$ cat config.mk
export PLATFORM = sky130hd
export DESIGN_NAME = bf3_queue
export DESIGN_NICKNAME = d
export VERILOG_FILES = /design/src/hw/rtl/bf3_pkg.sv /design/src/hw/rtl/bf3_queue.sv
export SDC_FILE = /design/constraint.sdc
export NUM_CORES = 1
export LEC_CHECK = 0
export BUFFER_PORTS_ARGS = -buffer_cell sky130_fd_sc_hd__buf_2
export CAP_MARGIN = 25
export CORE_MARGIN = 5
export CORE_UTILIZATION = 45
export CTS_CLUSTER_DIAMETER = 40
export DETAILED_ROUTE_END_ITERATION = 8
export PLACE_DENSITY = 0.65
export SYNTH_ARGS = -nofsm -noshare
export SYNTH_HDL_FRONTEND = slang
export SYNTH_SLANG_ARGS = --single-unit
$ cat constraint.sdc
create_clock -name i_clk -period 3.5 [get_ports i_clk]
set_input_delay 0 -clock i_clk [delete_from_list [all_inputs] [get_ports i_clk]]
set_output_delay 0 -clock i_clk [all_outputs]
set_load 0.02 [all_outputs]
$ cat src/hw/rtl/bf3_pkg.sv
// ----------------------------------------------------------------------------
// bf3_pkg
// Shared types and constants of the 3x3 box filter.
// ----------------------------------------------------------------------------
package bf3_pkg;

    localparam int SAMPLE_W = 8;
    localparam int PIX_W    = 3 * SAMPLE_W;
    localparam int SUM_W    = 12;              // 9 * 255 = 2295
    localparam int Q_DEPTH  = 4;
    localparam int Q_AW     = $clog2(Q_DEPTH);
    localparam int Q_LW     = $clog2(Q_DEPTH + 1);

    // floor(s/9) == (s * 7282) >> 16 for every s below 2296
    localparam logic [13:0] RECIP9 = 14'd7282;

    localparam logic [11:0] FW_RESET = 12'd640;
    localparam logic [15:0] FH_RESET = 16'd480;

    localparam logic REG_FW = 1'b0;
    localparam logic REG_FH = 1'b1;

    localparam logic OP_PUSH  = 1'b0;
    localparam logic OP_DRAIN = 1'b1;

    localparam logic [1:0] K_PUSH  = 2'd0;
    localparam logic [1:0] K_DRAIN = 2'd1;
    localparam logic [1:0] K_PRIME = 2'd2;

    typedef logic [PIX_W-1:0] t_pix;

    typedef struct packed {
        t_pix top;
        t_pix mid;
        t_pix bot;
    } t_col;

    typedef struct packed {
        logic [1:0] kind;
        logic       first;   // column zero of a row
        logic       e1;      // emits the pixel up-left
        logic       e2;      // emits the row's last pixel too
        logic       fend;    // last drain of the frame
        t_col       col;
    } t_job;

endpackage

$ cat src/hw/rtl/bf3_queue.sv
// ----------------------------------------------------------------------------
// bf3_queue
// Short FIFO of column jobs between front and back.
// ----------------------------------------------------------------------------
module bf3_queue (
    input  logic                     i_clk,
    input  logic                     i_rst_n,
    input  logic                     i_push,
    input  bf3_pkg::t_job            i_job,
    input  logic                     i_pop,
    output logic                     o_head_v,
    output bf3_pkg::t_job            o_head,
    output logic [bf3_pkg::Q_LW-1:0] o_level
);
    bf3_pkg::t_job              r_mem [bf3_pkg::Q_DEPTH];
    logic [bf3_pkg::Q_AW-1:0]   r_wp, r_rp;
    logic [bf3_pkg::Q_LW-1:0]   r_cnt, n_cnt;
    logic                       pop;

    assign pop      = i_pop && (r_cnt != '0);
    assign o_head_v = (r_cnt != '0);
    assign o_head   = r_mem[r_rp];
    assign o_level  = r_cnt;

    always_comb begin
        n_cnt = r_cnt;
        if (i_push && !pop) begin
            n_cnt = r_cnt + 1'b1;
        end else if (!i_push && pop) begin
            n_cnt = r_cnt - 1'b1;
        end
    end

    always_ff @(posedge i_clk) begin
        if (!i_rst_n) begin
            r_wp  <= '0;
            r_rp  <= '0;
            r_cnt <= '0;
        end else begin
            r_cnt <= n_cnt;
            if (i_push) begin
                r_wp <= r_wp + 1'b1;
            end
            if (pop) begin
                r_rp <= r_rp + 1'b1;
            end
        end
    end

    always_ff @(posedge i_clk) begin
        if (i_push) begin
            r_mem[r_wp] <= i_job;
        end
    end

    a_no_overflow: assert property (@(posedge i_clk) disable iff (!i_rst_n)
        i_push |-> (r_cnt != bf3_pkg::Q_LW'(bf3_pkg::Q_DEPTH)) || pop)
        else $error("job queue overflow");

endmodule

==> summary.md <==
| Metric | Value |
|---|---|
| Crit path max fanout | `37` |
| FP Rows | `around 60` |
| GRT met1 Usage | `between 20% and 30%` |
| Initial antenna violation count | `0` |
| Vias in the first global route | `roughly 6200` |
| Routing usage on met3 | `under 10%` |
| Mapped Avg Cell Area | `~26 um2` |
| Layer with the highest usage | `met2` |
| Max Cap Viol | `0` |
| Final slew viol count | `0` |
| Slew @ Worst Pin | `~0.83 ns` |
| Vias | `5620` |
| Leak | `just over 5 nW` |
| Ratio of cells with drive above 1 in the final layout | `42.1%` |
| Max incr delay on CP | `0.73 ns` |
| Aggregate global routing overflow | `0` |
| GRT Util Overall | `roughly 15%` |
| Core footprint | `0.0258 mm2` |
| First DRT Iteration DRCs | `~320` |
| Met2 usage | `~26%` |
| Total Nets Final | `around 800` |
| Hold Fails Final Rpt | `0` |
| DR pass1 iterations | `4` |
| Largest net degree at the start of global routing | `51` |
| Mapped Cells | `450` |
| Synth Register Bits | `around 320` |
| # fillers | `around 1900` |
| Antenna cell count | `0` |
| Port Buffer Count | `between 150 and 200` |
| Hold WC Path Type | `primary input to flip-flop` |
| Via density | `slightly above 5` |
| Worst slack, placed | `~1.2 ns` |
| Outcome | `finished clean` |
| Per-cell routed wire length | `around 20 um` |
| Root buf cell | `clkbuf_16` |
| Hold WS | `about 0.24 ns` |
| Clock Latency Late Sink | `roughly 0.50 ns` |
| Total Routed Length | `22300 um` |
| Tcrit/Tclk final | `roughly 70%` |
| I/O pins | `approximately 160` |
| First-pass GRT wire length | `approximately 34000 um` |
| Number of nets still failing antenna checks after routing | `0` |
| Post-layout min period | `approximately 2.4 ns` |
| Gp weighted congestion | `around 0.7` |
| P per Cell Area | `729 mW/mm2` |
| Die Height | `approximately 170 um` |
| Clock Tree Buf Depth | `3` |
| Final WS setup | `around 1.1 ns` |
| Crit. End Element | `output port` |
| Startpoint Class | `flip-flop` |
| Setup CP Type | `flip-flop to output port` |
| Post-synthesis instance area | `between 0.01 and 0.015 mm2` |
| Setup TNS | `0 ns` |
| DIE AREA | `just under 0.03 mm2` |
| Die W | `roughly 170 um` |
| Final Setup Violations | `0` |
| Initial Util | `45.4%` |
| Req. time, crit path | `approximately 3.5 ns` |
| Clock sinks | `between 300 and 400` |
| Number of buffers created by CTS | `40` |
| VDD IR max | `roughly 600 uV` |
| Seq/Total Area, Yosys | `around four fifths` |
| Clk slew on worst S/H paths | `around 0.060 ns` |
| Rel. slew slack | `44.4%` |
| Worst-path cell chain | `buf_12 > mux4_2 > buf_2` |
| Drt drc | `0` |
| Yosys cell types | `21` |
| Slowest library cell on the worst path | `dfxtp_4` |
| Area growth, synth to finish | `29.1%` |
| CTS tree | `done` |
| H-tree depth | `2` |
| Max Clk Rate | `409 MHz` |
| Dpl hpwl | `between 10000 and 15000 um` |
| CTS-repair resized insts | `0` |
| Warnings from Yosys | `0` |
| Fin Clk Skew | `0.0106 ns` |
| Syn_nets | `538` |
| RSZ-0062 raised after global routing | `no` |
| Crit path DAT | `~2.5 ns` |
==> cells by family (layout without fill, tap and decap cells) <==
kind of cell    count (synthesis)  after routing  share of synthesized area, %
mux                            80             80                          15.2
buf+inv                        21            327                          1.36
xor+xnor                        5              5                         0.374
simple gates                   13             13                         0.694
fa+ha+maj                       6              6                         0.705
flops                         321            321                          81.5
compound gates                  4              4                         0.246
==> power breakdown <==
| part | internal, W | total, W | switching (W) |
|---|---|---|---|
| logic | 0.00107 | 0.00227 | 0.00120 |
| clock network | 0.00261 | 0.00411 | 0.00151 |
| registers | 0.00444 | 0.00464 | 0.000204 |
| total | 0.00811 | 0.0110 | 0.00291 |
==> layout by cell type (no fill, tap or decap), drive strengths merged, types with 2 or more instances in the layout <==
cell,n
xnor2,3
xor2,2
clkinv,14
mux4,78
bufinv,6
and2,9
dlygate4sd3,82
buf,171
dfxtp,9
clkbuf,45
mux2i,2
edfxtp,312
inv,8
or3,2
nor2b,2
ha,5
==> worst paths after layout <==
path / from / end / slack, ns / cells after the start
min: i_job[46] / r_mem[3][46] / 0.24 / 2
max reg2reg: o_level[0] / o_level[2] / 1.13 / 7
max: flip-flop / o_head[23] / 1.05 / 3
min reg2reg: r_rp[1] / flip-flop / 0.58 / 2
==> critical path: cells and delay by family, from the launching register on <==
| family | cells | cell delay (ns) |
|---|---|---|
| mux | 1 | 0.58 |
| buf+inv | 2 | 0.57 |
| flops | 1 | 0.73 |
==> flip-flops by register name (all words and copies together) (netlist names), named ones only <==
name and cells:
r_rp 2, r_mem 312, r_wp 2, o_level 3
==> layer usage <==
metal / wire length (um) / vias to the layer above / share of wire (%)
met5: 0 / - / 0
met4: 360 / 0 / 1.6
met3: 1550 / 30 / 7.0
met2: 11000 / 190 / 49
met1: 9360 / 2903 / 42
li1: - / 2497 / -
==> final cells by class <==
| class | count | area [um2] | area share (%) |
|---|---|---|---|
| Clock inverter | 26 | 317 | 2.09 |
| Multi-Input combinational cell | 108 | 2020 | 13.4 |
| Tap cell | 335 | 419 | 2.77 |
| Sequential cell | 321 | 9560 | 63.2 |
| Clock buffer | 45 | 1040 | 6.88 |
| Timing Repair Buffer | 253 | 1760 | 11.6 |
| Inverter | 3 | 11.3 | 0.0744 |
==> what timing repair did <==
action,4_1_cts,5_1_grt
setup endpoints to repair,0,0
hold buffers,82,0
hold endpoints to repair,321,0
buffers inserted,0,0
==> synthesized netlist by cell type <==
library cell,count,area [um2]
buf_6,1,11.3
a21boi_0,1,7.51
buf_12,3,60.1
edfxtp_1,312,9370
mux2i_1,2,20.0
dfxtp_1,9,180
clkbuf_1,5,18.8
ha_1,5,62.6
buf_4,5,37.5
and2_1,9,56.3
xor2_1,2,17.5
o311ai_0,1,8.76
o31ai_1,1,7.51
o21ai_0,1,5.00
nor2b_1,2,12.5
buf_2,4,20.0
fa_1,1,20.0
or3_1,2,12.5
inv_1,3,11.3
mux4_2,78,1760
xnor2_1,3,26.3
==> per-stage QoR <==
stage	power (W)	instance area (um2)	instances	utilization (%)
after floorplan	0.00632	11700	450	-
after global placement	0.00692	12900	938	50.1
after detailed placement	0.00698	12900	938	50.1
after CTS	0.0112	15100	1091	58.5
after global routing	0.0115	15100	1091	58.5
final	0.0110	15100	1091	58.5
Note: power is estimated with default switching activity, not from simulation.
