### config.mk
export PLATFORM = sky130hd
export DESIGN_NAME = bf3_back_flat
export DESIGN_NICKNAME = d
export VERILOG_FILES = /design/src/hw/rtl/bf3_pkg.sv /design/src/hw/rtl/bf3_out_if.sv /design/src/hw/rtl/bf3_back.sv /design/src/flat_wrapper.sv
export SDC_FILE = /design/constraint.sdc
export NUM_CORES = 1
export LEC_CHECK = 0
export BUFFER_PORTS_ARGS = -buffer_cell sky130_fd_sc_hd__buf_4
export CORE_MARGIN = 2
export CORE_UTILIZATION = 30
export DETAILED_ROUTE_END_ITERATION = 12
export RECOVER_POWER = 100
export SKIP_LAST_GASP = 1
export SLEW_MARGIN = 5
export SYNTH_ARGS = -nofsm -noshare
export SYNTH_HDL_FRONTEND = slang
export SYNTH_SLANG_ARGS = --single-unit
export TNS_END_PERCENT = 10
### constraint.sdc
create_clock -name i_clk -period 7.95 [get_ports i_clk]
set_input_delay 0.795 -clock i_clk [delete_from_list [all_inputs] [get_ports i_clk]]
set_output_delay 0.795 -clock i_clk [all_outputs]
set_load 0.05 [all_outputs]
### src/hw/rtl/bf3_pkg.sv
// ----------------------------------------------------------------------------
// bf3_pkg
// Shared types and constants of the 3x3 box filter.
// ----------------------------------------------------------------------------
package bf3_pkg;

    localparam int SAMPLE_W = 8;
    localparam int PIX_W    = 3 * SAMPLE_W;
    localparam int SUM_W    = 12;              // 9 * 255 = 2295
    localparam int Q_DEPTH  = 4;
    localparam int Q_AW     = $clog2(Q_DEPTH);
    localparam int Q_LW     = $clog2(Q_DEPTH + 1);

    // floor(s/9) == (s * 7282) >> 16 for every s below 2296
    localparam logic [13:0] RECIP9 = 14'd7282;

    localparam logic [11:0] FW_RESET = 12'd640;
    localparam logic [15:0] FH_RESET = 16'd480;

    localparam logic REG_FW = 1'b0;
    localparam logic REG_FH = 1'b1;

    localparam logic OP_PUSH  = 1'b0;
    localparam logic OP_DRAIN = 1'b1;

    localparam logic [1:0] K_PUSH  = 2'd0;
    localparam logic [1:0] K_DRAIN = 2'd1;
    localparam logic [1:0] K_PRIME = 2'd2;

    typedef logic [PIX_W-1:0] t_pix;

    typedef struct packed {
        t_pix top;
        t_pix mid;
        t_pix bot;
    } t_col;

    typedef struct packed {
        logic [1:0] kind;
        logic       first;   // column zero of a row
        logic       e1;      // emits the pixel up-left
        logic       e2;      // emits the row's last pixel too
        logic       fend;    // last drain of the frame
        t_col       col;
    } t_job;

endpackage

### src/hw/rtl/bf3_out_if.sv
// ----------------------------------------------------------------------------
// bf3_out_if
// Result channel: filtered RGB pixel and framing flags.
// ----------------------------------------------------------------------------
interface bf3_out_if;
    logic       valid;
    logic       ready;
    logic [7:0] red_mean;
    logic [7:0] green_mean;
    logic [7:0] blue_mean;
    logic       run_last;
    logic       frame_end;

    modport source (output valid, output red_mean, output green_mean, output blue_mean,
                    output run_last, output frame_end, input ready);
    modport sink   (input valid, input red_mean, input green_mean, input blue_mean,
                    input run_last, input frame_end, output ready);
endinterface

### src/hw/rtl/bf3_back.sv
// ----------------------------------------------------------------------------
// bf3_back
// Window registers, 9-sample sums and divide by nine; drives the result
// channel through a sum stage and an output register.
// ----------------------------------------------------------------------------
module bf3_back (
    input  logic          i_clk,
    input  logic          i_rst_n,
    input  logic          i_head_v,
    input  bf3_pkg::t_job i_head,
    output logic          o_pop,
    bf3_out_if.source     o_res
);
    localparam int SW = bf3_pkg::SUM_W;

    bf3_pkg::t_col [2:0] r_win, n_win;   // index 0 is the left column
    logic                r_phase, n_phase;
    logic                take, emit, last;

    logic                r_sum_v;
    logic [SW-1:0]       r_sum [3];
    logic                r_sum_last, r_sum_fend;
    logic [SW-1:0]       sum [3];

    logic                r_out_v;
    logic [7:0]          r_out [3];
    logic                r_out_last, r_out_fend;
    logic [SW+13:0]      prod [3];

    logic out_free, sum_free, is_push, both;

    assign out_free = !r_out_v || o_res.ready;
    assign sum_free = !r_sum_v || out_free;
    assign take     = sum_free && i_head_v;
    assign is_push  = (i_head.kind == bf3_pkg::K_PUSH);
    assign both     = i_head.e1 && i_head.e2;

    always_comb begin
        n_win   = r_win;
        n_phase = r_phase;
        emit    = 1'b0;
        last    = 1'b1;
        o_pop   = 1'b0;
        if (take) begin
            o_pop = 1'b1;
            if (i_head.kind == bf3_pkg::K_PRIME || (is_push && !r_phase && i_head.first)) begin
                n_win[0] = i_head.col;
                n_win[1] = i_head.col;
                n_win[2] = i_head.col;
            end else begin
                n_win[0] = r_win[1];
                n_win[1] = r_win[2];
                n_win[2] = i_head.col;
            end
            if (i_head.kind == bf3_pkg::K_DRAIN) begin
                emit = 1'b1;
            end else if (is_push) begin
                if (r_phase) begin
                    emit    = 1'b1;
                    n_phase = 1'b0;
                end else begin
                    emit = i_head.e1 || i_head.e2;
                    if (both) begin
                        last    = 1'b0;
                        o_pop   = 1'b0;
                        n_phase = 1'b1;
                    end
                end
            end
        end
    end

    always_comb begin
        for (int ch = 0; ch < 3; ch++) begin
            sum[ch] = '0;
            for (int c = 0; c < 3; c++) begin
                sum[ch] = sum[ch]
                    + SW'(n_win[c].top[(2-ch)*bf3_pkg::SAMPLE_W +: bf3_pkg::SAMPLE_W])
                    + SW'(n_win[c].mid[(2-ch)*bf3_pkg::SAMPLE_W +: bf3_pkg::SAMPLE_W])
                    + SW'(n_win[c].bot[(2-ch)*bf3_pkg::SAMPLE_W +: bf3_pkg::SAMPLE_W]);
            end
            prod[ch] = (SW+14)'(r_sum[ch]) * (SW+14)'(bf3_pkg::RECIP9);
        end
    end

    always_ff @(posedge i_clk) begin
        if (!i_rst_n) begin
            r_win   <= '0;
            r_phase <= 1'b0;
            r_sum_v <= 1'b0;
            r_out_v <= 1'b0;
        end else begin
            r_win   <= n_win;
            r_phase <= n_phase;
            if (sum_free) begin
                r_sum_v <= emit;
            end
            if (out_free) begin
                r_out_v <= r_sum_v;
            end
        end
    end

    always_ff @(posedge i_clk) begin
        if (sum_free && emit) begin
            r_sum      <= sum;
            r_sum_last <= last;
            r_sum_fend <= (i_head.kind == bf3_pkg::K_DRAIN) && i_head.fend;
        end
        if (out_free && r_sum_v) begin
            for (int ch = 0; ch < 3; ch++) begin
                r_out[ch] <= prod[ch][23:16];
            end
            r_out_last <= r_sum_last;
            r_out_fend <= r_sum_fend;
        end
    end

    assign o_res.valid      = r_out_v;
    assign o_res.red_mean   = r_out[0];
    assign o_res.green_mean = r_out[1];
    assign o_res.blue_mean  = r_out[2];
    assign o_res.run_last   = r_out_last;
    assign o_res.frame_end  = r_out_fend;

    a_fend_last: assert property (@(posedge i_clk) disable iff (!i_rst_n)
        r_out_v && r_out_fend |-> r_out_last)
        else $error("frame end without run last");

    a_phase_push: assert property (@(posedge i_clk) disable iff (!i_rst_n)
        r_phase |-> i_head_v && i_head.kind == bf3_pkg::K_PUSH)
        else $error("second result pending without its push");

    a_sum_range: assert property (@(posedge i_clk) disable iff (!i_rst_n)
        r_sum_v |-> r_sum[0] <= SW'(2295) && r_sum[1] <= SW'(2295) && r_sum[2] <= SW'(2295))
        else $error("window sum out of range");

endmodule

### src/flat_wrapper.sv
// flat-port wrapper written by rule: the top's interface ports become plain ports
module bf3_back_flat 
  (i_clk, i_rst_n, i_head_v, i_head, o_pop, o_res_valid, o_res_red_mean, o_res_green_mean, o_res_blue_mean, o_res_run_last, o_res_frame_end, o_res_ready);
  bf3_out_if o_res_i ();
  input  logic i_clk;
  input  logic i_rst_n;
  input  logic i_head_v;
  input  bf3_pkg::t_job i_head;
  output logic o_pop;
  output wire logic [$bits(o_res_i.valid)-1:0] o_res_valid;
  output wire logic [$bits(o_res_i.red_mean)-1:0] o_res_red_mean;
  output wire logic [$bits(o_res_i.green_mean)-1:0] o_res_green_mean;
  output wire logic [$bits(o_res_i.blue_mean)-1:0] o_res_blue_mean;
  output wire logic [$bits(o_res_i.run_last)-1:0] o_res_run_last;
  output wire logic [$bits(o_res_i.frame_end)-1:0] o_res_frame_end;
  input wire logic [$bits(o_res_i.ready)-1:0] o_res_ready;
  assign o_res_valid = o_res_i.valid;
  assign o_res_red_mean = o_res_i.red_mean;
  assign o_res_green_mean = o_res_i.green_mean;
  assign o_res_blue_mean = o_res_i.blue_mean;
  assign o_res_run_last = o_res_i.run_last;
  assign o_res_frame_end = o_res_i.frame_end;
  assign o_res_i.ready = o_res_ready;
  bf3_back u_core (.i_clk(i_clk), .i_rst_n(i_rst_n), .i_head_v(i_head_v), .i_head(i_head), .o_pop(o_pop), .o_res(o_res_i));
endmodule
==> metrics.txt, run 1 <==
run status=finished with violations; failing checks=max-capacitance violations, max-slew violations; post-synth design cell area=~0.022 mm^2; pins over their slew limit=349; CTS root buffer=clkbuf_16; Skew-Pair Late Insertion Delay=550 ps; DRC=0; vias in the first global route=16000; Clock transition at path regs=60 ps; FF/Latch Area=0.00631 mm^2; share of the synthesized area in the top cell type=21.1%; routed wire length=48700 um; die area=between 0.07 and 0.08 mm^2; Worst R2R End=u_core.r_sum[22]; initial antenna violation count=7; most common cell in the netlist=ha_1; DR WL/cell=15.1 um; P&R area growth vs syn=12.9%; Layout Nets=2815; Max FO, Critical Path=76; multi-input combinational cell area=0.0147 mm^2; syn_nets=~2700; Die Ht=276 um; clock buffer depth=3; highest clock rate=147 MHz; CTS resizes=0; Filler cells=approximately 7300; period utilisation layout=85.4%; HP Class=reg2reg; worst hold slack=428 ps; Setup crit start kind=input pin; area leader, netlist=fa_1; RePlAce Congestion=0.825; first-pass GRT wire length=81100 um; arrival time worst endpoint=7080 ps; relative slew slack=-163%; Syn. warnings=0; CP Launch Point=o_res_ready; CTS tree=yes; via count=14800; First DRT Iteration DRCs=605; vias per cell=4.57; post-route ant nets=0; slew of the pin with the lowest slew margin=about 4000 ps; setup TNS=0 ps; worst min-delay path startpoint=u_core.r_sum_last; Post-Synthesis Cells=2158; hpwl dp=~38000 um; Final Skew=roughly 17 ps; syn_area_per_cell=10.3 um^2; hold_buf cts=0; Post-synth EDFFs=64; crit path capture type=flop; max-capacitance violation count=6; clk sinks=283; Setup Viol. Count Final=0; CP Capture Point=u_core.r_sum[22]; TritonCTS buffer count=38; Required @ worst endpoint=8240 ps; Worst R2R Start=u_core.r_phase; all-layer global routing usage=13.0%; # rows=99; Buffers on Ports=109; H-tree levels=2; RSZ-0062 raised after global routing=false; Synth Register Bits=283; ys flop type=dfxtp_1; Post-synth top cells=258 x ha_1, 234 x fa_1, 226 x inv_1, 219 x dfxtp_1, 193 x mux2i_1; drt pass-1 iters=5; Overflow after GRT=0; number of setup buffers added after CTS=0; I/O pins=110; Initial Util=between 30 and 40%; layout cell share with drive strength beyond 1=6.57%; Async SR Flop Fraction=0%; fin crit period=about 6800 ps; largest net degree at the start of global routing=116; post-synthesis sequential area ratio=28.4%; Yosys cell types=54; WS Path Type=in2reg; Chip Width=276 um; cells on worst reg2reg path=23; Synth area leaders=fa_1 21%, dfxtp_1 20%, ha_1 15%, mux2i_1 8.7%, edfxtp_1 8.6%; core area=0.0732 mm^2; final hold vios=0; R2R Setup Slk=1210 ps
## worst min-delay path by stage
stage / to / cells past startpoint
finish: u_core.o_res.run_last / 0
global route: u_core.o_res.run_last / 0
CTS: u_core.o_res.run_last / 0
detailed placement: u_core.o_res.run_last / 0
global placement: u_core.o_res.run_last / 0
floorplan: u_core.o_res.frame_end / 0
## stage by stage
| stage | worst slack (ps) | cells | utilization [%] | area [um^2] |
|---|---|---|---|---|
| finish | 1160 | 3232 | 34.3 | 25100 |
| detailed placement | 838 | 3160 | 32.9 | 24100 |
| global route | 589 | 3231 | 34.3 | 25100 |
| global placement | 965 | 3160 | 32.9 | 24100 |
| floorplan | 1360 | 2158 | - | 22200 |
| CTS | 1440 | 3228 | 34.5 | 25300 |
## layer usage
metal / part of all wire, % / vias to the layer above / track usage (%)
li1: - / 7286 / -
met1: 45 / 7246 / 16.2
met2: 49 / 173 / 22.9
met3: 3.6 / 72 / 2.37
met4: 2.3 / 4 / 3.90
met5: 0.031 / - / 0
## cell families (layout without fill, tap and decap cells)
family	after synthesis	count (layout)	share of synthesized area [%]
simple gates	519	519	11.6
fa+ha+maj	492	492	35.6
buf+inv	309	420	5.37
compound gates	286	286	7.36
flops	283	283	28.4
mux	193	193	8.69
xor+xnor	76	76	2.99
other cells	0	4	0
## cells in the final DEF (no fill, tap or decap), types with 13 or more instances in the layout
master	n
nor2_1	93
and2_0	43
inv_1	226
dfxtp_1	219
nor2b_1	135
xnor2_1	46
clkbuf_16	41
edfxtp_1	64
fa_1	234
a21o_1	18
clkbuf_1	48
ha_1	258
a21oi_1	129
and2_1	51
o21ai_1	57
buf_4	89
o21ai_0	38
mux2i_1	193
o21bai_1	13
xor2_1	30
nand2_1	167
## worst max-delay path, stage by stage
cell and delay (ps):
buf_4 110, nand3b_1 230, nand2_4 630, clkbuf_1 1250, o21ai_0 490, fa_1 510, inv_1 90, fa_1 440
fa_1 490, inv_1 50, fa_1 380, ha_1 240, inv_1 90, fa_1 220, inv_1 50, a21oi_1 140
o21bai_1 110, a21o_1 190, a21oi_1 220, o21ai_0 140, xor2_1 160
## flip-flops by register name (all words and copies together) (netlist names)
name,count
u_core.r_phase,1
u_core.r_out,24
u_core.r_sum_v,1
u_core.r_sum_fend,1
u_core.r_sum_last,1
u_core.o_res.run_last,1
u_core.r_win,216
u_core.o_res.frame_end,1
u_core.r_sum,36
u_core.o_res.valid,1
## final cells by class
class / instances / area share, %
inverter: 226 / 3.38
antenna: 4 / 0.0399
clock buffer: 57 / 4.45
timing repair buffer: 126 / 3.34
multi-input combinational: 1566 / 58.6
sequential: 283 / 25.1
clock inverter: 11 / 0.279
tap: 959 / 4.78
Power of run 1 is not shown: default switching activity piles up to over one toggle a cycle in this logic, so the estimate is an artifact.
==> run 2, diff against run 1 <==
Settings changed: BUFFER_PORTS_ARGS -buffer_cell sky130_fd_sc_hd__buf_4 to unset, DONT_BUFFER_PORTS set to 1.
Clock period 7.95 ns to 5.5 ns, I/O delays scaled along.
==> run 2 against run 1 <==
  * The flow finishes with violations (negative setup slack)
  * Die area unchanged
  * Non-clock buffer count increased by 29
  * Setup slack got worse by 1400 ps
  * Global-route usage increased by 0.20 points
  * Critical path depth increased by 3
  * Clock-buffer cell count decreased by 3
  * Wire length increased by 3.0%
  * Flip-flop and latch count unchanged
  * Highest routed layer is now met4
==> metrics.txt, run 2 (same netlist as run 1, synthesis figures left out) <==
worst hold slack=130 ps (-298 ps); Worst R2R End=u_core.r_sum[34]; Layout Cell Area excl Fill=0.0259 mm^2 (+3.3%); worst min-delay path startpoint=i_rst_n; WS Path Type=reg2reg; arrival time worst endpoint=6020 ps (-1060 ps); vias in the first global route=15800 (-0.97%); slew of the pin with the lowest slew margin=947 ps (-3000 ps); highest clock rate=175 MHz; largest net degree at the start of global routing=220 (+90%); DRC=0 (unchanged); Chip Width=276 um (unchanged); die area=0.0763 mm^2 (unchanged); Final Skew=31.1 ps (+14.3 ps); most flop-heavy register=u_core.r_win; I/O pins=110 (unchanged); worst-path cell chain=nor2b_2 -> o21bai_4 -> buf_12 -> buf_12 -> mux2i_1 -> o21ai_1 -> ha_1 -> a21o_1 -> a21o_1 -> and3_4 -> a221oi_4 -> xor2_1 -> fa_1 -> fa_1 -> fa_1 -> fa_1 -> inv_2 -> ha_4 -> inv_2 -> o21bai_1 -> a21o_1 -> a21oi_2 -> o21ai_2 -> xor2_1; Setup crit start kind=flop; CP bufs+invs=4 (-2); Slowest-stage cell, CP=fa_1; critical path's largest stage delay=560 ps (-690 ps); via count=14900 (+0.62%); TritonCTS buffer count=38 (unchanged); max-capacitance violation count=0 (-6); Max FO, Critical Path=7 (-91%); Setup Viol. Count Final=13 (+13); hold path cells=1 (+1); routed wire length=50200 um (+3.0%); drt pass-1 iters=5 (unchanged); leading cell type in the layout, fill and taps excluded=ha_1; Post-DP Area=0.0243 mm^2 (+0.76%); initial antenna violation count=0 (-7); period utilisation layout=104%; DR WL/cell=15.4 um (+2.2%); Worst R2R Start=u_core.r_phase; cells on worst reg2reg path=24 (+4.3%); First DRT Iteration DRCs=565 (-6.6%); post-route ant nets=0 (unchanged); hpwl dp=39300 um (+2.6%); first-pass GRT wire length=81800 um (+0.88%); Die Ht=276 um (unchanged); Clock transition at path regs=60 ps (about the same); vias per cell=4.56 (-0.22%); failing checks=negative setup slack; fin crit period=5720 ps; Required @ worst endpoint=5790 ps (-2450 ps); setup ws final=-224 ps (-1390 ps); layout cell share with drive strength beyond 1=11.9% (+5.3 points); Initial Util=30.4% (unchanged); relative slew slack=36.7% (+200 points); core area=0.0732 mm^2 (unchanged); H-tree levels=2 (unchanged); # rows=99 (unchanged); CP dominant cell by count=fa_1; clock buffer depth=3 (unchanged); crit path capture type=flop; Buffers on Ports=0 (-100%); CP Depth=24 (+14%); Hold Crit Endpoint=u_core.r_win[98]; HP Class=in2reg; largest registers=u_core.r_win: 216 flops, u_core.r_sum: 36 flops, u_core.r_out: 24 flops; Overflow after GRT=0 (unchanged); Final Non-Filler Cells=3259 (+0.84%); pins over their slew limit=0 (-100%); Layout Nets=2844 (+1.0%); CTS tree=yes; Top delay family on crit path=adder cells; diode count=0 (-4); CTS root buffer=clkbuf_16; all-layer global routing usage=13.2% (+0.20 points); P&R area growth vs syn=16.6%; run status=finished with violations; Core Util, Final=35.4% (+1.1 points); most frequent cells in the layout=252 x ha_1, 231 x fa_1, 224 x inv_1; RSZ-0062 raised after global routing=true; Skew-Pair Late Insertion Delay=570 ps (+20 ps); clk sinks=283 (unchanged); max reg flops=216 (unchanged); dpl cells=3158 (-0.063%); RePlAce Congestion=0.866 (+4.9%); final hold vios=0 (unchanged); R2R Setup Slk=-220 ps (-1430 ps)
==> run 2: final cells by class <==
cell class | instances | area, um^2
Sequential cell | 283 | 6310
Clock buffer | 54 | 1120
Inverter | 226 | 848
Fill cell | 7229 | 47300
Multi-Input combinational cell | 1566 | 15000
Timing Repair Buffer | 155 | 1370
Clock inverter | 16 | 114
Tap cell | 959 | 1200
==> run 2: repair_timing <==
item | 4_1_cts | 5_1_grt
hold buffers | 0 | 0
cloned | 0 | 2
endpoints found under the hold margin | 0 | 0
pin swaps | 15 | 22
setup endpoints to repair | 16 | 18
buffers inserted | 4 | 25
gates resized for setup | 13 | 21
==> run 2: metrics by stage <==
step | TNS (ps) | worst slack, ps
finish | -1450 | -224
global route | -5890 | -462
CTS | -1360 | -165
detailed placement | -8050 | -612
global placement | -6640 | -534
floorplan | -3960 | -398
==> run 2: how the worst max path moves through the flow <==
| stage | start | slack (ps) | endpoint |
|---|---|---|---|
| after global routing | u_core.r_phase | -460 | u_core.r_sum[22] |
| after floorplan | i_head[75] | -400 | u_core.r_sum[34] |
| final | u_core.r_phase | -220 | u_core.r_sum[34] |
| after global placement | i_head[75] | -530 | u_core.r_sum[34] |
| after CTS | u_core.r_phase | -170 | u_core.r_sum[34] |
| after detailed placement | i_head[75] | -610 | u_core.r_sum[34] |
==> run 2: metal layers <==
layer  track usage (%)  part of all wire (%)  vias up
li1                  -                     -     7342
met1              15.9                    44     7235
met2              22.7                    48      216
met3              3.90                   6.1       79
met4              4.06                   2.7        0
met5                 0                     0        -
Power of run 2 is left out for the same reason.
